--- config.mk ---
export PLATFORM = sky130hd
export DESIGN_NAME = priority_ready_queue
export DESIGN_NICKNAME = d
export VERILOG_FILES = /design/src/hw/rtl/prq_pkg.sv /design/src/hw/rtl/prq_cell.sv /design/src/hw/rtl/priority_ready_queue.sv
export SDC_FILE = /design/constraint.sdc
export NUM_CORES = 2
export LEC_CHECK = 0
export BUFFER_PORTS_ARGS = -buffer_cell sky130_fd_sc_hd__buf_2
export CAP_MARGIN = 25
export CORE_UTILIZATION = 50
export DETAILED_ROUTE_END_ITERATION = 8
export PLACE_DENSITY = 0.66
export SETUP_SLACK_MARGIN = 0.3
export SLEW_MARGIN = 20
export SYNTH_ARGS = -nofsm -noshare
export SYNTH_HDL_FRONTEND = slang
export SYNTH_SLANG_ARGS = --single-unit
--- constraint.sdc ---
create_clock -name clk -period 6.7 [get_ports clk]
set_clock_uncertainty 0.2 [all_clocks]
set_input_delay 1.34 -clock clk [delete_from_list [all_inputs] [get_ports clk]]
set_output_delay 1.34 -clock clk [all_outputs]
set_load 0.01 [all_outputs]
--- src/hw/rtl/prq_pkg.sv ---
// Shared types, constants and the ordering function for the priority ready queue.
`default_nettype none

package prq_pkg;

  localparam int QUEUE_DEPTH_DEF = 16;
  localparam int PID_W           = 16;
  localparam int PRIO_W          = 4;
  localparam int TIME_W          = 32;
  localparam int IN_TDATA_W      = 88;
  localparam int OUT_TDATA_W     = 16;

  localparam logic [PRIO_W-1:0] MAX_PRIO = PRIO_W'(9);
  localparam logic [PID_W-1:0]  PID_NONE = '0;

  localparam logic OP_INSERT = 1'b0;
  localparam logic OP_SELECT = 1'b1;

  typedef struct packed {
    logic [PID_W-1:0]  pid;
    logic [PRIO_W-1:0] prio;
    logic [TIME_W-1:0] ready;
  } entry_t;

  // Per-cell commands from the top level.
  typedef struct packed {
    logic cap;         // latch the compare flags for the incoming request
    logic load_new;    // take the new entry
    logic take_left;   // shift toward the tail
    logic take_right;  // shift toward the head
  } cell_ctl_t;

  typedef struct packed {
    logic ahead;   // new entry sorts ahead of this cell (or the cell is empty)
    logic dup;     // this cell holds the same id
  } cell_flag_t;

  typedef enum logic {
    ST_IDLE,
    ST_APPLY
  } state_t;

  typedef enum logic [1:0] {
    STAT_INSERTED = 2'd0,
    STAT_REJECTED = 2'd1,
    STAT_SELECTED = 2'd2,
    STAT_EMPTY    = 2'd3
  } status_t;

  // True if entry a must stand before entry b.
  function automatic logic goes_before(entry_t a, entry_t b);
    logic res;
    if (a.prio != b.prio) begin
      res = a.prio < b.prio;
    end else if (a.ready != b.ready) begin
      res = a.ready < b.ready;
    end else begin
      res = a.pid < b.pid;
    end
    return res;
  endfunction

endpackage

`default_nettype wire

--- src/hw/rtl/prq_cell.sv ---
// One slot of the sorted queue: holds an entry, compares it and shifts with its neighbors.
`default_nettype none

module prq_cell (
  input  wire logic               clk,
  input  wire prq_pkg::cell_ctl_t ctl,
  input  wire logic               valid,
  input  wire prq_pkg::entry_t    cmp_item,
  input  wire prq_pkg::entry_t    new_item,
  input  wire prq_pkg::entry_t    left_entry,
  input  wire prq_pkg::entry_t    right_entry,
  output prq_pkg::entry_t         entry,
  output prq_pkg::cell_flag_t     flag
);
  import prq_pkg::*;

  entry_t     entry_r;
  cell_flag_t flag_r;

  always_ff @(posedge clk) begin
    if (ctl.cap) begin
      flag_r.ahead <= !valid || goes_before(cmp_item, entry_r);
      flag_r.dup   <= valid && (entry_r.pid == cmp_item.pid);
    end
  end

  always_ff @(posedge clk) begin
    priority if (ctl.load_new) begin
      entry_r <= new_item;
    end else if (ctl.take_left) begin
      entry_r <= left_entry;
    end else if (ctl.take_right) begin
      entry_r <= right_entry;
    end else begin
      entry_r <= entry_r;
    end
  end

  assign entry = entry_r;
  assign flag  = flag_r;

endmodule

`default_nettype wire

--- src/hw/rtl/priority_ready_queue.sv ---
// Top level of the priority ready queue: a sorted chain of cells with request control.
// On accept the request is compared in every cell at once; in the apply state the chain
// shifts and the result register is loaded.
// A result is offered on the out side right after that update edge;
// while an earlier result waits unaccepted the update is held back.
// Reset clears the occupancy count, the control state and the result valid; slot contents
// are left as they are and need no clearing pass.
`default_nettype none

module priority_ready_queue #(
  parameter int QUEUE_DEPTH = prq_pkg::QUEUE_DEPTH_DEF
) (
  input  wire logic                             clk,
  input  wire logic                             rst_n,
  input  wire logic                             in_tvalid,
  output logic                                  in_tready,
  // tdata: pid[15:0], priority_req[19:16], arrival[51:20], ready_time[83:52], zero pad
  input  wire logic [prq_pkg::IN_TDATA_W-1:0]   in_tdata,
  // tuser: op
  input  wire logic                             in_tuser,
  output logic                                  out_tvalid,
  input  wire logic                             out_tready,
  // tdata: selected_pid[15:0]
  output logic      [prq_pkg::OUT_TDATA_W-1:0]  out_tdata,
  // tuser: status[1:0]
  output logic      [1:0]                       out_tuser
);
  import prq_pkg::*;

  localparam int CW = $clog2(QUEUE_DEPTH + 1);

  state_t state_r, state_nxt;
  logic [CW-1:0] count_r, count_nxt;
  entry_t req_r;
  logic   op_r;
  logic   bad_r;

  logic       out_valid_r;
  status_t    out_status_r, status_nxt;
  logic [PID_W-1:0] out_pid_r, pid_nxt;

  entry_t              cmp_item;
  logic [TIME_W-1:0]   in_arrival;
  logic                cap;
  logic                apply_go;
  logic                ins_ok;
  logic                sel_ok;
  logic                dup_any;

  entry_t     cell_entry [QUEUE_DEPTH];
  cell_flag_t cell_flag  [QUEUE_DEPTH];
  logic [QUEUE_DEPTH-1:0] bef;
  logic [QUEUE_DEPTH-1:0] dup;

  assign cmp_item.pid   = in_tdata[15:0];
  assign cmp_item.prio  = in_tdata[19:16];
  assign in_arrival     = in_tdata[51:20];
  assign cmp_item.ready = in_tdata[83:52];

  // Next state.
  always_comb begin
    state_nxt = state_r;
    unique case (state_r)
      ST_IDLE:  if (in_tvalid) state_nxt = ST_APPLY;
      ST_APPLY: if (!out_valid_r || out_tready) state_nxt = ST_IDLE;
      default:  state_nxt = ST_IDLE;
    endcase
  end

  // Control outputs of the sequencer.
  always_comb begin
    in_tready = 1'b0;
    apply_go  = 1'b0;
    unique case (state_r)
      ST_IDLE:  in_tready = 1'b1;
      ST_APPLY: apply_go  = !out_valid_r || out_tready;
      default:  in_tready = 1'b0;
    endcase
  end

  assign cap = in_tvalid && in_tready;

  always_ff @(posedge clk) begin
    if (!rst_n) begin
      state_r <= ST_IDLE;
    end else begin
      state_r <= state_nxt;
    end
  end

  always_ff @(posedge clk) begin
    if (cap) begin
      req_r <= cmp_item;
      op_r  <= in_tuser;
      bad_r <= (cmp_item.pid == PID_NONE) || (cmp_item.prio > MAX_PRIO) ||
               (cmp_item.ready < in_arrival);
    end
  end

  for (genvar i = 0; i < QUEUE_DEPTH; i++) begin : g_cell
    cell_ctl_t ctl;
    entry_t    left_e;
    entry_t    right_e;
    logic      prev_ahead;

    if (i == 0) begin : g_head
      assign left_e     = req_r;
      assign prev_ahead = 1'b0;
    end else begin : g_body
      assign left_e     = cell_entry[i-1];
      assign prev_ahead = bef[i-1];
    end

    // The tail cell has no right neighbor; after a removal it falls outside the count.
    if (i == QUEUE_DEPTH - 1) begin : g_tail
      assign right_e = cell_entry[i];
    end else begin : g_mid
      assign right_e = cell_entry[i+1];
    end

    assign ctl.cap        = cap;
    assign ctl.load_new   = apply_go && (op_r == OP_INSERT) && ins_ok && bef[i] && !prev_ahead;
    assign ctl.take_left  = apply_go && (op_r == OP_INSERT) && ins_ok && bef[i] && prev_ahead;
    assign ctl.take_right = apply_go && (op_r == OP_SELECT) && sel_ok;

    assign bef[i] = cell_flag[i].ahead;
    assign dup[i] = cell_flag[i].dup;

    prq_cell u_cell (
      .clk         (clk),
      .ctl         (ctl),
      .valid       (count_r > CW'(i)),
      .cmp_item    (cmp_item),
      .new_item    (req_r),
      .left_entry  (left_e),
      .right_entry (right_e),
      .entry       (cell_entry[i]),
      .flag        (cell_flag[i])
    );
  end

  assign dup_any = |dup;
  assign ins_ok  = !bad_r && !dup_any && (count_r != CW'(QUEUE_DEPTH));
  assign sel_ok  = (count_r != '0);

  always_comb begin
    count_nxt  = count_r;
    status_nxt = STAT_REJECTED;
    pid_nxt    = PID_NONE;
    if (op_r == OP_INSERT) begin
      if (ins_ok) begin
        status_nxt = STAT_INSERTED;
        count_nxt  = count_r + CW'(1);
      end
    end else if (sel_ok) begin
      status_nxt = STAT_SELECTED;
      pid_nxt    = cell_entry[0].pid;
      count_nxt  = count_r - CW'(1);
    end else begin
      status_nxt = STAT_EMPTY;
    end
  end

  always_ff @(posedge clk) begin
    if (!rst_n) begin
      count_r     <= '0;
      out_valid_r <= 1'b0;
    end else begin
      if (apply_go) begin
        count_r     <= count_nxt;
        out_valid_r <= 1'b1;
      end else if (out_tready) begin
        out_valid_r <= 1'b0;
      end
    end
  end

  always_ff @(posedge clk) begin
    if (apply_go) begin
      out_status_r <= status_nxt;
      out_pid_r    <= pid_nxt;
    end
  end

  assign out_tvalid = out_valid_r;
  assign out_tdata  = out_pid_r;
  assign out_tuser  = out_status_r;

endmodule

`default_nettype wire
==> flow_summary.yaml <==
power:
  finalPower_mw: 13.04
  p_comb_share_pct: 6.1
  clkPwrFrac_pct: 43.5
  leakagePower_nw: 34.87
  p_int_mw: 9.922
  switching_share_pct: 23.92
  p_per_area_nw_per_um2: 181.4
  ir_worst_vdd_v: 0.0002098
  seqPwrFrac_pct: 50.4
  power.switching_mw: 3.120
floorplan:
  dieArea_um2: 135900
  num_rows: 134
  io-pin-count: 113
  coreArea_um2: 133500
  dieWidth_um: 368.6
  fp.dieH_um: 368.6
  start_util_pct: 50.36
detailed_routing:
  dr_wl_met3_um: 13000
  routed.top_layer: "met5"
  drtIter0Drc: 4487
  vias: 50113
  avgViaCountPerCell: 5.866
  wl_um: 183600
  first_pass_iters: 6
  drc: 0
  wl_per_cell_um: 21.49
  wl_met2_um: 78730
  met1Wirelength_um: 85130
  ant_nets: 0
sta:
  setup_tns_ns: 0
  hold_violations: 0
  finalSetupViolations: 0
  layout_min_cycle_time_ns: 4.847
  tightest_slew_ns: 1.133
  final_max_slew_viol_count: 0
  max_clock_freq_mhz: 206.3
  max_slew_margin_pct: 23.46
  finalCritPeriodShare_pct: 72.35
  rsz0062_at_grt: "false"
placed_design:
  hpwl_um: 141100
  gp_congestion: 0.9343
  portBuffers: 108
setup_path:
  required_ns: 6.96
  critPathKind: "reg -> reg"
  end_kind: "flop"
  worstSetupStartpointType: "flop"
  crit_fanout: 66
  crit_arrival_ns: 5.11
grt:
  antenna_found_initial: 6
  grt_max_degree: 105
  grt_pass1_vias: 47919
  track_usage_pct: 26.64
  grt-ovfl-total: 0
  grt_pass1_wl_um: 281800
synth:
  syn_nets: 7709
  synth-seq-cells: 943
  synth_top_flop_cell: "edfxtp_1"
  syn_avg_cell_area_um2: 9.959
  async_reset_ff_share_pct: 0
  yosysWarnings: 0
  synthesis.area_um2: 67210
  netlist_instances: 6748
  synth.distinct_cells: 56
  synth_edf_count: 936
  yosysSeqAreaShare_pct: 42.03
clock_network:
  cts_buffers: 106
  cts-resized-gates: 0
  clock_sinks: 943
  clock_path_buffers: 3
  cts_root_buffer: "clkbuf_16"
  post-cts-setup-buffers: 0
  htree_levels: 3
  path_clk_slew_ns: 0.06
  cts-hold-fix-buffers: 0
  cts_tree: "done"
  worstSkewPairLatency_ns: 0.73
final_layout:
  postLayoutCoreUtil_pct: 53.87
  nNetsFinal: 7647
  drive_gt1_share_pct: 5.789
  syn_to_final_growth_pct: 6.978
  fillers: 11950
run:
  max_cap_violations: 0
hold_path:
  min_path_type: "reg -> reg"
status:
  status: "finished clean"
-- path summary, 6_finish.rpt --
check	endpoint	from	cells after the start	slack, ns
setup / recovery	g_cell[0].u_cell.entry[32]$_DFFE_PP_	op_r$_DFFE_PP_	8	1.85
hold / removal	out_tvalid$_SDFFE_PN0P_	out_tvalid$_SDFFE_PN0P_	2	0.33
setup reg to reg	g_cell[0].u_cell.entry[32]$_DFFE_PP_	op_r$_DFFE_PP_	8	1.85
hold reg to reg	out_tvalid$_SDFFE_PN0P_	out_tvalid$_SDFFE_PN0P_	2	0.33
-- sequential cells by signal, summed over array words and instances, names as in the netlist --
register / flops
out_tvalid: 1
count_r: 5
g_cell.u_cell.flag: 32
g_cell.u_cell.entry: 832
out_tdata: 16
op_r: 1
state_r: 1
g_cell.left_e: 52
out_tuser: 2
bad_r: 1
-- per-layer routing --
layer	global-route usage [%]	vias up
met5	0	-
met4	10.33	8
met3	3.047	297
met2	40.60	1748
met1	38.66	23871
li1	-	24189
-- power groups by stage --
stage	Combinational [mW]	Sequential, mW	Clock [mW]
final	0.797	6.57	5.67
after global routing	0.890	6.58	5.96
after CTS	0.793	6.57	5.75
after detailed placement	0.788	6.69	0
after global placement	0.741	6.69	0
after floorplan	0.476	6.59	0
-- worst max-delay path, stage by stage (launching register included) --
cell and delay, ns:
edfxtp_1 0.60, nor4_1 0.92, nand4_1 0.47, nor4_4 0.35, buf_4 0.28, buf_4 0.33
and2_4 0.43, buf_4 0.55, mux2_2 0.40
-- cell usage after synthesis (all sizes together) (3+ instances only) --
master / instances / area [um^2]
nand4: 170 / 1064
clkbuf: 145 / 545.5
a21boi: 10 / 75.07
nor2b: 29 / 181.4
o21ai: 162 / 810.8
xnor2: 3 / 26.28
nor4: 31 / 200.2
a211oi: 54 / 405.4
a2111oi: 19 / 166.4
edfxtp: 936 / 28110
nor4b: 3 / 32.53
o21bai: 3 / 22.52
mux2i: 731 / 7317
nand3: 105 / 525.5
dfxtp: 7 / 140.1
or3: 9 / 56.30
nor2: 862 / 3236
a221oi: 9 / 78.83
o21a: 7 / 52.55
a31oi: 5 / 31.28
ha: 868 / 10860
nor3: 25 / 125.1
and4b: 9 / 90.09
mux2: 55 / 619.3
o2bb2ai: 8 / 70.07
nand2b: 38 / 237.7
a21oi: 998 / 4995
nor3b: 13 / 97.59
and2: 44 / 275.3
o211ai: 38 / 285.3
o31ai: 8 / 60.06
and4: 19 / 166.4
a221o: 12 / 120.1
a21o: 99 / 743.2
inv: 826 / 3100
buf: 186 / 1400
o2111ai: 7 / 61.31
or4: 4 / 30.03
nand2: 174 / 653.1
and3: 3 / 18.77
-- stage by stage --
step	cell area, um^2	worst slack (ns)	hold WS, ns	instances
after floorplan	67210	0.8643	0.2507	6748
after global placement	68610	2.156	0.2974	8346
after detailed placement	68610	2.100	0.3097	8346
after CTS	71870	2.082	0.3276	8540
after global routing	71890	1.791	0.3575	8541
final	71900	1.853	0.3255	8543
-- cell families after synthesis --
group,count (synthesis),synth area share (%)
mux,786,11.81
flops,943,42.03
fa+ha+maj,868,16.16
buf+inv,1157,7.508
xor+xnor,3,0.03910
simple gates,1541,10.43
compound gates,1450,12.02
-- cell usage in the layout, fill, tap and decap left out, types with 54 or more instances in the layout --
master | Yosys | routed
a211oi_1 | 54 | 54
a21o_1 | 99 | 99
a21oi_1 | 998 | 998
buf_2 | 60 | 108
clkbuf_16 | 0 | 111
edfxtp_1 | 936 | 936
ha_1 | 868 | 868
inv_1 | 826 | 826
mux2i_1 | 731 | 731
nand2_1 | 174 | 174
nand3_1 | 105 | 105
nand4_1 | 170 | 170
nor2_1 | 862 | 862
o21ai_0 | 162 | 162
-- final cells by class --
| class | count | area (um^2) | share of cell area [%] |
|---|---|---|---|
| repair buffers | 161 | 954.7 | 1.328 |
| diodes | 3 | 7.507 | 0.01044 |
| flip-flops and latches | 943 | 28250 | 39.29 |
| multi-input cells | 4648 | 34120 | 47.45 |
| well taps | 1768 | 2212 | 3.077 |
| clock inverters | 55 | 375.4 | 0.5221 |
| clock buffers | 139 | 2883 | 4.010 |
| inverters | 826 | 3100 | 4.312 |
No activity file was read; power rests on OpenSTA's default activity.
